===== config.mk =====
export PLATFORM = sky130hd
export DESIGN_NAME = isa_scan
export DESIGN_NICKNAME = d
export VERILOG_FILES = /design/src/rtl/isa_pkg.sv /design/src/rtl/isa_scan.sv
export SDC_FILE = /design/constraint.sdc
export NUM_CORES = 1
export LEC_CHECK = 0
export ABC_AREA = 1
export BUFFER_PORTS_ARGS = -buffer_cell sky130_fd_sc_hd__buf_2
export CAP_MARGIN = 25
export CORE_AREA = 2 2 121 123
export CTS_CLUSTER_SIZE = 10
export DETAILED_ROUTE_END_ITERATION = 8
export DIE_AREA = 0 0 123 125
export GPL_ROUTABILITY_DRIVEN = 0
export GPL_TIMING_DRIVEN = 0
export PLACE_DENSITY_LB_ADDON = 0.1
export SYNTH_ARGS = -nofsm -noshare
export SYNTH_HDL_FRONTEND = slang
export SYNTH_SLANG_ARGS = --single-unit

===== constraint.sdc =====
create_clock -name aclk -period 1.7 [get_ports aclk]
set_input_delay 0.34 -clock aclk [delete_from_list [all_inputs] [get_ports aclk]]
set_output_delay 0.34 -clock aclk [all_outputs]
set_load 0.01 [all_outputs]

===== src/rtl/isa_pkg.sv =====
// Shared types, codes and widths for the indexed shift array.
package isa_pkg;

    localparam int DEFAULT_CAPACITY     = 64;
    localparam int DEFAULT_ELEMENT_BITS = 32;

    localparam int KIND_BITS   = 3;
    localparam int POS_BITS    = 7;
    localparam int VALUE_BITS  = 32;
    localparam int FOUND_BITS  = 6;
    localparam int STATUS_BITS = 2;
    localparam int COUNT_BITS  = 7;

    localparam int GROUP      = 8;
    localparam int GROUP_BITS = 3;

    localparam logic [KIND_BITS-1:0] KIND_INSERT = 3'd0;
    localparam logic [KIND_BITS-1:0] KIND_REMOVE = 3'd1;
    localparam logic [KIND_BITS-1:0] KIND_READ   = 3'd2;
    localparam logic [KIND_BITS-1:0] KIND_WRITE  = 3'd3;
    localparam logic [KIND_BITS-1:0] KIND_SEARCH = 3'd4;

    localparam logic [STATUS_BITS-1:0] STATUS_OK      = 2'd0;
    localparam logic [STATUS_BITS-1:0] STATUS_BAD     = 2'd1;
    localparam logic [STATUS_BITS-1:0] STATUS_MISSING = 2'd2;

    localparam logic [2:0] CMD_IDLE   = 3'd0;
    localparam logic [2:0] CMD_INSERT = 3'd1;
    localparam logic [2:0] CMD_REMOVE = 3'd2;
    localparam logic [2:0] CMD_WRITE  = 3'd3;
    localparam logic [2:0] CMD_READ   = 3'd4;
    localparam logic [2:0] CMD_SEARCH = 3'd5;
    localparam logic [2:0] CMD_SHIFT  = 3'd6;

    typedef struct packed {
        logic [2:0]          code;
        logic [POS_BITS-1:0] pos;
    } cell_cmd_t;

    typedef struct packed {
        logic                  busy;
        logic                  shift;
        logic                  done;
        logic                  hit;
        logic                  srch;
        logic [FOUND_BITS-1:0] found;
    } scan_res_t;

endpackage


===== src/rtl/isa_scan.sv =====
// Group scanner: walks the tag chain eight cells per cycle for the lowest hit.
module isa_scan #(
    parameter int ELEMENT_BITS = isa_pkg::DEFAULT_ELEMENT_BITS,
    parameter int CAPACITY     = isa_pkg::DEFAULT_CAPACITY
) (
    input  logic                          aclk,
    input  logic                          aresetn,
    input  logic                          start,
    input  logic                          start_srch,
    input  logic [isa_pkg::GROUP-1:0]     grp_hit,
    input  logic [ELEMENT_BITS-1:0]       grp_val [isa_pkg::GROUP],
    output isa_pkg::scan_res_t            res,
    output logic [ELEMENT_BITS-1:0]       res_val
);

    localparam int NG  = (CAPACITY + isa_pkg::GROUP - 1) / isa_pkg::GROUP;
    localparam int GIW = (NG > 1) ? $clog2(NG) : 1;
    localparam int FW  = isa_pkg::FOUND_BITS;
    localparam int GW  = isa_pkg::GROUP_BITS;

    localparam logic ST_IDLE = 1'b0;
    localparam logic ST_SCAN = 1'b1;

    logic           state_reg, state_next;
    logic [GIW-1:0] gidx_reg, gidx_next;
    logic           srch_reg, srch_next;
    logic           any_hit, last_grp;
    logic [GW-1:0]  lo_idx;

    always_comb begin
        lo_idx = '0;
        for (int k = isa_pkg::GROUP - 1; k >= 0; k--) begin
            if (grp_hit[k]) begin
                lo_idx = GW'(k);
            end
        end
        any_hit  = |grp_hit;
        last_grp = (gidx_reg == GIW'(NG - 1));
    end

    always_comb begin
        state_next = state_reg;
        gidx_next  = gidx_reg;
        srch_next  = srch_reg;
        res        = '0;
        res.busy   = (state_reg == ST_SCAN);
        res.srch   = srch_reg;
        res.hit    = any_hit;
        res.found  = (srch_reg && any_hit) ? FW'({gidx_reg, lo_idx}) : '0;
        unique case (state_reg)
            ST_IDLE: begin
                if (start) begin
                    state_next = ST_SCAN;
                    gidx_next  = '0;
                    srch_next  = start_srch;
                end
            end
            ST_SCAN: begin
                if (any_hit || last_grp) begin
                    res.done   = 1'b1;
                    state_next = ST_IDLE;
                end else begin
                    res.shift = 1'b1;
                    gidx_next = gidx_reg + GIW'(1);
                end
            end
            default: begin
                state_next = ST_IDLE;
            end
        endcase
    end

    always_ff @(posedge aclk) begin
        if (!aresetn) begin
            state_reg <= ST_IDLE;
            gidx_reg  <= '0;
            srch_reg  <= 1'b0;
        end else begin
            state_reg <= state_next;
            gidx_reg  <= gidx_next;
            srch_reg  <= srch_next;
        end
    end

    assign res_val = any_hit ? grp_val[lo_idx] : '0;

endmodule


Word level (Yosys, flattened, before mapping):

Index checks and enable logic that the tools add are counted.

* register bits after elaboration: 5
* bits of input ports: 268
* output and inout bits: 43
* word-level logic and storage cells: 36

* add/subtract/negate cells: 1
* magnitude comparators: 1
* eq/ne operators: 3
* multiplexer cells: 21
* bitwise logic cells: 2
* reduce and logical (&&, ||, !) cells: 5

Operator list (number)
* $bmux 32 s3: 1
* $mux 32: 3
* $mux 3: 10
* $reduce_or 8->1: 1
* $mux 6: 1
* $pmux 3 s2: 1
* $ge 4x4->1 const B: 1
* $ne 2x2->1 const B: 2
* $not 3->4: 1
* $reduce_and 2->1: 2
* $add 3x1->3 const B: 1
* $eq 3x3->1 const B: 1
* $mux 1: 3
* $mux 2: 1
* $pmux 1 s2: 1
* $logic_and 1x1->1: 1
* $logic_or 1x1->1: 1
* $not 1->1: 1

Depth between registers and ports, before layout:

* depth after elaboration: 13
* gate-level depth with buffers: 14
* mapped depth without buffers: 12

Worst setup path after synthesis:

Ideal clock, no wire load.

* path type: input to output
* start: input port grp_hit[6] (netlist name)
* end: output port res_val[27]
* arrival time: 1.309 ns
* slack: 0.051 ns
* stages on the path: 13
* buffers on the path: 2
* cells stage by stage: inv_1 nand2_1 nand2_1 nand2_1 nand2_1 nand2_1 nand2_2 buf_4 buf_2 nand3_1 nand3_1 nand3_1 nand2_1

* word-level cells in the longest chain between the ends: 12
* elaborated cells on any way between the ends: 13

RTL lines
* from (decl): RTL line isa_scan.sv:10 `input logic [isa_pkg::GROUP-1:0] grp_hit,`
* $mux 3 (7 in series): RTL line isa_scan.sv:33 `if (grp_hit[k]) begin`
* $not 3->4 (not written as such): RTL line isa_scan.sv:85 `assign res_val = any_hit ? grp_val[lo_idx] : '0;`
* $bmux 32 s3: RTL line isa_scan.sv:85
* $mux 32 (not written as such) (2 in series): RTL line isa_scan.sv:85
* $mux 32 *: RTL line isa_scan.sv:85
* to (decl): RTL line isa_scan.sv:13 `output logic [ELEMENT_BITS-1:0] res_val`

Mark *: on every way between the ends. The rest lies on a longest branch, timed or not. The select of a mux whose other input is x is not followed.

Worst setup path in the final report:

* start: input port grp_hit[6] (netlist name)
* end: output port res_val[28]

The elaborated chain is that of the path after synthesis.

==> impl_results.md <==
- Run status: finished with violations
- Failing checks: negative setup slack
- Cell mode on critical path: nand3_1
- Share of post-route cells with drive strength above 1: 50.16%
- Setup Viol. Count Final: 41
- Pwr Total: between 2 and 2.5 mW
- Initial Util: between 20% and 30%
- First-pass GRT wire length: 28880 µm
- Post-route minimum period: 2.047 ns
- DIE WIDTH: roughly 120 µm
- Power Density: 367.9 nW/µm²
- I/O pin total: 311
- Finished Layout Cells: 1122
- Mapped Nets: roughly 880
- Maxcap violations: 0
- HPWL Detailed: 15710 µm
- Post-Synth XOR/XNOR Area: 0%
- Placeable Area: between 10000 and 15000 µm²
- Clock root cell: clkbuf_16
- Post-synthesis compound-gate area fraction: 1.216%
- Layout area overhead: 95.01%
- Htree depth: 1
- Clock transition at path regs: 0.03 ns
- Vias per cell: 4.968
- Seq/Total Area, Yosys: 3.354%
- Post-Syn Instances: 609
- CP max FO: 10
- # nets final: 1208
- Distinct cells, synth: 19
- Yosys top cell by area: nand3_1
- Vias in the first global route: 5267
- Total CTS buffers: 3
- Peak VDD IR: between 0.0004 and 0.0005 V
- Syn Area/Cell: 4.900 µm²
- Chip height: 125 µm
- Antenna viol nets, final: 0
- Routed WL per cell: roughly 18 µm
- Synth Area in Adders: 0.8386%
- Worst slew pin tran: 0.6475 ns
- Cells after DPL: 1103
- DR pass1 iterations: 4
- Die Area: 15380 µm²
- Max incr delay on CP: 0.24 ns
- CTS tree: yes
- Final Routed Wirelength: 20380 µm
- Vias: between 5000 and 6000
- Slew headroom: a little under three fifths
- # port buffers: 310
- Initial antenna violation count: 1
- Final period utilization: 120.4%
- Worst hold slack: 0.3895 ns
- Max frequency: 488.4 MHz
- Longest Clk Path Bufs: 2
- Fraction of synthesized area in multiplexers: 0%
- Final hold vios: 0
- RSZ-0062 raised after global routing: true
- Post-synthesis simple-gate area fraction: around four fifths
- Hold Path Class: input pin to flip-flop
- Seq cells post-synth: 5
- Clock Latency Late Sink: ~0.23 ns
- Worst EP required: between 1 and 1.5 ns
- Rows: 44
- DR DRC count: 0
- Clock Sinks: 5
- Max Slew Vio Count: 0
- Crit end category: output port
- Number of flip-flops in the largest register: 3
- Arrival time at the worst endpoint: 1.71 ns
- Largest cells by area after synthesis: nand3_1 54%, nand2_1 22%, buf_4 5.5%, buf_2 3.4%, dfxtp_1 3.4%
- Worst Setup Slack, final: -0.3474 ns
- Fillers: about 1700
- Total gr overflow: 0
- Top cell type's share of synthesized area: a little over half
- Drt initial violations: ~300
- CP Launch Type: input pin
- CP cell instances: buf_6 -> or2_1 -> nand3_1 -> a31oi_2 -> buf_6 -> buf_4 -> nand3_1 -> nand3_1 -> nand2_1 -> buf_2
- Leakage power: 3.182 nW
- Yosys warns: 0
- Crit path buffers/inverters: 4
- Largest family of logic cells by synthesized area: simple AND/OR/NAND/NOR gates
- Final clock skew: 0.001467 ns
- Slowest cell on the critical path: or2_1
- Kind of critical path: input pin to output port
- Gr usage total: approximately a quarter
- Largest net degree at the start of global routing: 11
- Synthesized cell area: 2984 µm²
- Final Core Density: about 41%
- CP top delay family: simple AND/OR/NAND/NOR gates
[metal layers]
| layer | GRT usage, % | share of wire, % | vias to the layer above |
|---|---|---|---|
| met2 | 43.22 | 49 | 230 |
| li1 | - | - | 2748 |
| met1 | 30.08 | 42 | 2576 |
| met4 | 3.676 | 1.5 | 0 |
| met3 | 4.060 | 7.7 | 20 |
| met5 | 0 | 0 | - |
[synth_stat cells, drive strengths merged]
| cell type | instances |
|---|---|
| inv | 18 |
| nor3 | 1 |
| o21ai | 1 |
| a31oi | 1 |
| nor2 | 9 |
| dfxtp | 5 |
| clkbuf | 12 |
| nand4 | 1 |
| nand3 | 323 |
| ha | 2 |
| buf | 53 |
| a21oi | 5 |
| or2 | 1 |
| nand2 | 177 |
[layout by cell type, fill, tap and decap left out, drive strengths merged]
cell / synthesis / layout
a21oi: 5 / 5
clkbuf: 12 / 26
o21ai: 1 / 1
buf: 53 / 367
inv: 18 / 18
nor2: 9 / 9
or2: 1 / 1
nand4: 1 / 1
dfxtp: 5 / 5
diode: 0 / 1
ha: 2 / 2
nand2: 177 / 177
nand3: 323 / 323
nor3: 1 / 1
a31oi: 1 / 1
[worst register-to-register path: cells and delay by family (launching register included)]
family          cells  cell delay, ns
compound gates      1            0.05
flops               1            0.33
simple gates        3            0.25
buf+inv             2            0.18
fa+ha+maj           2            0.38
[logic make-up after synthesis]
logic type,after synthesis
AOI/OAI and AO/OA,7
adders and majority gates,2
buffers and inverters,83
DFF,5
and+or+nand+nor,512
[power breakdown]
part	switching (mW)	internal (mW)	leakage [nW]	total [mW]
Clock	0.0738	0.310	0.0382	0.384
Combinational	0.841	0.791	3.10	1.63
Sequential	0.00343	0.121	0.0407	0.124
[repair_timing]
action / in CTS / in global routing
cloned: 0 / 6
setup buffers: 1 / 7
hold buffers: 0 / 0
pin swaps: 2 / 13
setup endpoints to repair: 40 / 41
resized for setup: 54 / 155
[worst paths after layout]
path	start	end	slack, ns	cells after the start
setup / recovery	grp_hit[6]	res_val[28]	-0.35	10
hold / removal	start_srch	srch_reg	0.39	3
setup reg to reg	gidx_reg[0]	gidx_reg[2]	0.39	8
hold reg to reg	gidx_reg[0]	gidx_reg[0]	0.49	1
[layout make-up]
class	count	area [µm²]	share of cell area, %
Tap cell	184	230.2	3.956
Multi-Input combinational cell	521	2736	47.02
Sequential cell	5	100.1	1.720
Clock buffer	4	78.83	1.355
Buffer	65	730.7	12.56
Antenna cell	1	2.502	0.04300
Inverter	18	82.58	1.419
Timing Repair Buffer	324	1858	31.93
[metrics by stage]
step | instance area [µm²] | setup TNS (ns) | setup slack [ns]
6_report | 5819 | -11.14 | -0.3474
5_1_grt | 5819 | -15.07 | -0.4377
3_3_place_gp | 4766 | -19.06 | -0.5930
3_5_place_dp | 4766 | -20.68 | -0.6317
2_1_floorplan | 2984 | 0 | 0.05145
4_1_cts | 5012 | -13.30 | -0.3716
(Power assumes the default switching activity.)
