--- config.mk ---
export PLATFORM = sky130hd
export DESIGN_NAME = isa_cell
export DESIGN_NICKNAME = d
export VERILOG_FILES = /design/src/rtl/isa_pkg.sv /design/src/rtl/isa_cell.sv
export SDC_FILE = /design/constraint.sdc
export NUM_CORES = 1
export LEC_CHECK = 0
export ABC_AREA = 0
export BUFFER_PORTS_ARGS = -buffer_cell sky130_fd_sc_hd__buf_4
export CORE_MARGIN = 3
export CORE_UTILIZATION = 47
export DETAILED_ROUTE_END_ITERATION = 8
export PLACE_DENSITY = 0.82
export SLEW_MARGIN = 5
export SYNTH_ARGS = -nofsm -noshare
export SYNTH_HDL_FRONTEND = slang
export SYNTH_SLANG_ARGS = --single-unit
--- constraint.sdc ---
create_clock -name aclk -period 6.1 [get_ports aclk]
set_clock_uncertainty 0.15 [all_clocks]
set_input_delay 1.22 -clock aclk [delete_from_list [all_inputs] [get_ports aclk]]
set_output_delay 1.22 -clock aclk [all_outputs]
set_load 0.1 [all_outputs]
--- src/rtl/isa_pkg.sv ---
// Shared types, codes and widths for the indexed shift array.
package isa_pkg;

    localparam int DEFAULT_CAPACITY     = 64;
    localparam int DEFAULT_ELEMENT_BITS = 32;

    localparam int KIND_BITS   = 3;
    localparam int POS_BITS    = 7;
    localparam int VALUE_BITS  = 32;
    localparam int FOUND_BITS  = 6;
    localparam int STATUS_BITS = 2;
    localparam int COUNT_BITS  = 7;

    localparam int GROUP      = 8;
    localparam int GROUP_BITS = 3;

    localparam logic [KIND_BITS-1:0] KIND_INSERT = 3'd0;
    localparam logic [KIND_BITS-1:0] KIND_REMOVE = 3'd1;
    localparam logic [KIND_BITS-1:0] KIND_READ   = 3'd2;
    localparam logic [KIND_BITS-1:0] KIND_WRITE  = 3'd3;
    localparam logic [KIND_BITS-1:0] KIND_SEARCH = 3'd4;

    localparam logic [STATUS_BITS-1:0] STATUS_OK      = 2'd0;
    localparam logic [STATUS_BITS-1:0] STATUS_BAD     = 2'd1;
    localparam logic [STATUS_BITS-1:0] STATUS_MISSING = 2'd2;

    localparam logic [2:0] CMD_IDLE   = 3'd0;
    localparam logic [2:0] CMD_INSERT = 3'd1;
    localparam logic [2:0] CMD_REMOVE = 3'd2;
    localparam logic [2:0] CMD_WRITE  = 3'd3;
    localparam logic [2:0] CMD_READ   = 3'd4;
    localparam logic [2:0] CMD_SEARCH = 3'd5;
    localparam logic [2:0] CMD_SHIFT  = 3'd6;

    typedef struct packed {
        logic [2:0]          code;
        logic [POS_BITS-1:0] pos;
    } cell_cmd_t;

    typedef struct packed {
        logic                  busy;
        logic                  shift;
        logic                  done;
        logic                  hit;
        logic                  srch;
        logic [FOUND_BITS-1:0] found;
    } scan_res_t;

endpackage

--- src/rtl/isa_cell.sv ---
// One storage cell of the shift array: entry, neighbor shift and scan tag.
module isa_cell #(
    parameter int ELEMENT_BITS = isa_pkg::DEFAULT_ELEMENT_BITS,
    parameter int CAPACITY     = isa_pkg::DEFAULT_CAPACITY,
    parameter int INDEX        = 0
) (
    input  logic                                 aclk,
    input  logic                                 aresetn,
    input  isa_pkg::cell_cmd_t                   cmd,
    input  logic [ELEMENT_BITS-1:0]              cmd_val,
    input  logic [$clog2(CAPACITY+1)-1:0]        count,
    input  logic [ELEMENT_BITS-1:0]              left_val,
    input  logic [ELEMENT_BITS-1:0]              right_val,
    input  logic                                 tag_in_hit,
    input  logic [ELEMENT_BITS-1:0]              tag_in_val,
    output logic [ELEMENT_BITS-1:0]              entry_val,
    output logic                                 tag_hit,
    output logic [ELEMENT_BITS-1:0]              tag_val
);

    localparam int CW   = $clog2(CAPACITY+1);
    localparam int CMPW = (CW > isa_pkg::POS_BITS) ? CW : isa_pkg::POS_BITS;
    localparam logic [CMPW-1:0] IDX = CMPW'(INDEX);

    logic [ELEMENT_BITS-1:0] entry_reg, entry_next;
    logic                    tag_hit_reg, tag_hit_next;
    logic [ELEMENT_BITS-1:0] tag_val_reg, tag_val_next;
    logic [CMPW-1:0]         pos_w, cnt_w;

    always_comb begin
        pos_w        = CMPW'(cmd.pos);
        cnt_w        = CMPW'(count);
        entry_next   = entry_reg;
        tag_hit_next = tag_hit_reg;
        tag_val_next = tag_val_reg;
        unique case (cmd.code)
            isa_pkg::CMD_INSERT: begin
                if (IDX > pos_w) begin
                    entry_next = left_val;
                end else if (IDX == pos_w) begin
                    entry_next = cmd_val;
                end
            end
            isa_pkg::CMD_REMOVE: begin
                if (IDX >= pos_w) begin
                    entry_next = right_val;
                end
                tag_hit_next = (IDX == pos_w);
                tag_val_next = entry_reg;
            end
            isa_pkg::CMD_WRITE: begin
                if (IDX == pos_w) begin
                    entry_next = cmd_val;
                end
            end
            isa_pkg::CMD_READ: begin
                tag_hit_next = (IDX == pos_w);
                tag_val_next = entry_reg;
            end
            isa_pkg::CMD_SEARCH: begin
                tag_hit_next = (entry_reg == cmd_val) && (IDX < cnt_w);
                tag_val_next = '0;
            end
            isa_pkg::CMD_SHIFT: begin
                tag_hit_next = tag_in_hit;
                tag_val_next = tag_in_val;
            end
            default: begin
            end
        endcase
    end

    always_ff @(posedge aclk) begin
        if (!aresetn) begin
            entry_reg <= '0;
        end else begin
            entry_reg <= entry_next;
        end
    end

    always_ff @(posedge aclk) begin
        tag_hit_reg <= tag_hit_next;
        tag_val_reg <= tag_val_next;
    end

    assign entry_val = entry_reg;
    assign tag_hit   = tag_hit_reg;
    assign tag_val   = tag_val_reg;

endmodule

# Yosys cells after proc, flatten, opt, wreduce, memory -nomap -nowiden

Cells that the tools add are included.

Register bits after elaboration: 65
Input port bits: 148
Output and inout bits: 65
Logic and storage cells: 26

Reduce and logical (&&, ||, !) cells: 6
Equality and inequality tests: 8
$lt $le $gt $ge: 3
Muxes and demuxes: 6

Operator list:

| kind                                                      | number |
|---|---|
| case mux 32 bit (3 select lines)                          | 2 |
| two-way mux 32 bit                                        | 3 |
| == test 32 bit                                            | 1 |
| == test 3 bit, second input constant                      | 3 |
| >= comparator 1 x 7 -> 1 bit, first input constant        | 1 |
| > comparator 1 x 7 -> 1 bit, first input constant         | 1 |
| logical NOT 7 bit                                         | 1 |
| less-than comparator 1 x 7 -> 1 bit, first input constant | 1 |
| == test 3 x 2 -> 1 bit, second input constant             | 2 |
| nonzero test 3 bit                                        | 2 |
| == test 3 x 1 -> 1 bit, second input constant             | 1 |
| case mux 1 bit (3 select lines)                           | 1 |
| inequality test 2 bit, second input constant              | 1 |
| AND reduction 2 bit                                       | 1 |
| OR reduction 2 bit                                        | 1 |
| logical AND 1 bit                                         | 1 |

# Depth between registers and ports, before layout

Word-level depth: 4
Mapped depth: 6
Gate-level depth less buffers: 4

# Worst setup path after synthesis

OpenSTA, ideal clock, no wires.

Kind: input -> register
From: in cmd[8] (netlist name)
To: reg tag_hit_reg (netlist: tag_hit) (enable)
Slack: 2456 ps
Stages: 3
Path buffers: 1
Data arrival time: 3060 ps
Required time: 5516 ps
Path through: clkbuf_2 nor2_1 a21oi_1

Longest elaborated chain between the ends: 3

Ends and longest elaborated chain:

| element                                                 | RTL line       | source |
|---|---|---|
| from (decl)                                             | isa_cell.sv:9  | `input isa_pkg::cell_cmd_t cmd,` |
| == test 3 x 2 -> 1 bit or == test 3 bit (tied branches) | isa_cell.sv:36 | `unique case (cmd.code)` |
| OR reduction 2 bit (no line)                            | n/a            |  |
| nonzero test 3 bit (no line) (*)                        | n/a            |  |
| to (signal assigned)                                    | isa_cell.sv:82 | `tag_hit_reg <= tag_hit_next;` |
| to (decl)                                               | isa_cell.sv:26 | `logic tag_hit_reg, tag_hit_next;` |

Mark *: on every way between the ends. The rest lies on a longest branch, timed or not.
A chain may end at the register's enable or synchronous reset.

# Worst setup path after layout

From: in cmd[3] (netlist name)
To: reg entry_reg[22] (netlist: entry_val[22])

Longest elaborated chain between the ends: 4

Ends and longest elaborated chain:

| element                                                                             | RTL line       | source |
|---|---|---|
| parallel branches: the longest is 4 deep, another holds > comparator 1 x 7 -> 1 bit | n/a            |  |
| to (signal assigned)                                                                | isa_cell.sv:77 | `entry_reg <= entry_next;` |
| to (decl)                                                                           | isa_cell.sv:25 | `logic [ELEMENT_BITS-1:0] entry_reg, entry_next;` |

Parallel ways; which one is timed is not known.

==> results.toml <==
[critical_path]
path_cells = "buf_4 > nor4_4 > buf_4 > nand2_1 > a211oi_1 > o32ai_1"
critPathMostFrequentCell = "buf_4"
cpPeakStageDelay_ns = 0.79
cp_max_fo = 36
rrSetupSlack_ns = 4.22
worst_r2r_endpoint = "tag_hit$_DFFE_PP_"
cp_data_arrival_time_ns = 3.43
crit_required_ns = 6.12
startpoint_type = "input port"
worstPathBufferInverterCount = 2
r2r_cells = 4
critical_path_class = "input port to flop"
slowest_stage = "nand2_1"
regToRegStartpoint = "entry_val[18]$_SDFFE_PN0P_"
critPathTopFamily = "simple AND/OR/NAND/NOR gates"
end_kind = "flop"

[cts]
clock_latency_ns = 0.34
ctsRootBufferMaster = "clkbuf_8"
cts_hold_repair.buffers = 0
clock_path_buffers = 2
cts-htree-levels = 3
cts.repair.resized = 0
cts_tree = "built"
cts_buffers = 9
clk_pin_slew_ns = 0.07
cts_setup_buffers = 0
clock-sinks = 65

[logic_synthesis]
yosys_warnings = 0
synthTopCellsByArea = "edfxtp_1 (28%), dfxtp_1 (18%), a22o_1 (7.8%)"
yosysSeqAreaShare_pct = 45.5
synth-seq-cells = 65
synth_common_cells = "inv_1 (34), nor2_1 (34), edfxtp_1 (33)"
syn_inst = 353
syn-mean-instance-area_um2 = 10.1
synth_nets = 501
synth_area_mm2 = 0.00358
synth_top_cell_by_area = "edfxtp_1"
yosysTopAreaCellShare_pct = 27.7
yosysUniqueCellTypes = 34
ys_async_sr_fraction_pct = 0
synth_enable_flop_cells = 33
synth-main-ff-cell = "edfxtp_1"

[die]
rows = 31
die_w_um = 93.3
core_area_mm2 = 0.00733
start_util_pct = 48.9
fp.dieH_um = 93.3
ioPinCount = 213
die_area_mm2 = 0.00870

[routing]
vias = 3580
routed_via_density = 5.75
drt_iter0_markers = 231
wl_per_cell_um = 19.0
antenna_left = 0
route.detailed.drc = 0
routed_wl_um = 11800
dr.pass1.iters = 4

[global_routing]
grt_pass1_wl_um = 18000
grt_pass1_vias = 3437
busiest_layer = "met2"
use_met1_pct = 34.6
grt_antenna_before_repair = 0
grt_max_degree = 37
met2_usage_pct = 44.4
grt_use_total_pct = 26.7
met3_usage_pct = 5.71
gr-total-overflow = 0

[sta]
tightest_slew_ns = 1.24
finalMaxSlewViolations = 0
max_freq_ghz = 0.293
finalHoldViolations = 0
setup_viol = 0
final.setup.worst_slack_ns = 2.69
post-route-min-period_ns = 3.41
slew_headroom_pct = 17.5
setup_tns_ns = 0
rsz0062_at_grt = "no"
timing.final.crit_share_pct = 56.0

[hold_path]
whs_endpoint = "entry_val[10]$_SDFFE_PN0P_"
min_path_cells = 2
hold_path_class = "flop to flop"
min-delay-start = "entry_val[10]$_SDFFE_PN0P_"

[place]
dp_slack_ns = 2.37
gp_routability_congestion = 0.811
port_buffers = 180
hpwl_um = 8440
postPlaceCellArea_mm2 = 0.00496

[pwr]
power.leakage_uw = 0.00225
total_power_uw = 1220
powerDensity_mw_per_mm2 = 237
max-vdd-ir-drop_mv = 0.120

[layout]
seq_area_mm2 = 0.00163
multi_input_area_mm2 = 0.00169
syn_to_final_growth_pct = 44.0
n_fill_cell = 593
drive_gt1_share_pct = 43.7
nNetsFinal = 667
fin_area_mm2 = 0.00516
antenna_cells = 0

[run]
drv_cap = 0

[run_status]
outcome = "finished, final reports clean"
where the power goes:
group	leakage [uW]	internal (uW)	total, uW	switching, uW
logic	0.00154	108	353	246
registers	0.000604	485	498	13.3
clock network	0.000101	210	372	162
layout by cell type, fill, tap and decap left out, drive strengths merged, types with 5 or more instances in the layout:
| master | Yosys | routed |
|---|---|---|
| dfxtp | 32 | 32 |
| a211oi | 32 | 32 |
| nor2 | 34 | 34 |
| clkbuf | 15 | 13 |
| a22o | 32 | 32 |
| inv | 34 | 34 |
| nand4 | 5 | 5 |
| buf | 15 | 185 |
| xnor2 | 17 | 17 |
| o32ai | 32 | 32 |
| nor4 | 5 | 5 |
| edfxtp | 33 | 33 |
| xor2 | 15 | 15 |
| and3 | 33 | 33 |
worst register-to-register path, cell delays in order (launching register included):
cell and delay, ns:
dfxtp_1 0.36, xnor2_1 0.29, nand4_1 0.16, or4_1 0.52, o31ai_1 0.23
metal layers:
metal  part of all wire, %  wire length, um  vias up
li1                      -                -     1672
met1                    40             4680     1715
met2                    50             5870      175
met3                   8.8             1040       18
met4                   2.0              231        0
met5                     0                0        -
area by class of cell:
class	count	share of cell area, %
repair buffers	185	26.9
clock buffers	13	3.08
flip-flops and latches	65	31.6
well taps	99	2.40
inverters	34	2.47
multi-input cells	224	32.8
clock inverters	3	0.752
how the worst max path moves through the flow:
stage	start	endpoint	depth (start not counted)
after detailed placement	cmd[3]	entry_val[22]$_SDFFE_PN0P_	6
after global placement	cmd[7]	tag_val[15]$_DFFE_PP_	6
final	cmd[3]	entry_val[22]$_SDFFE_PN0P_	6
after floorplan	cmd[8]	tag_hit$_DFFE_PP_	3
after CTS	cmd[3]	entry_val[22]$_SDFFE_PN0P_	6
after global routing	cmd[7]	tag_val[31]$_DFFE_PP_	6
cell families (layout without fill, tap and decap cells):
kind of cell,count (synthesis),count (layout),share of synthesized area [%]
AOI/OAI and AO/OA,103,103,24.1
and+or+nand+nor,89,89,14.7
buffers and inverters,64,235,7.82
xor gates and xnor gates,32,32,7.82
DFF,65,65,45.5
per-stage QoR:
step,instances,util (%),hold slack [ns]
floorplan,353,-,0.774
detailed placement,607,67.7,0.361
global placement,607,67.7,0.345
finish,623,70.4,0.368
global route,623,70.4,0.389
CTS,623,70.4,0.371
No activity file was read; power rests on OpenSTA's default activity.
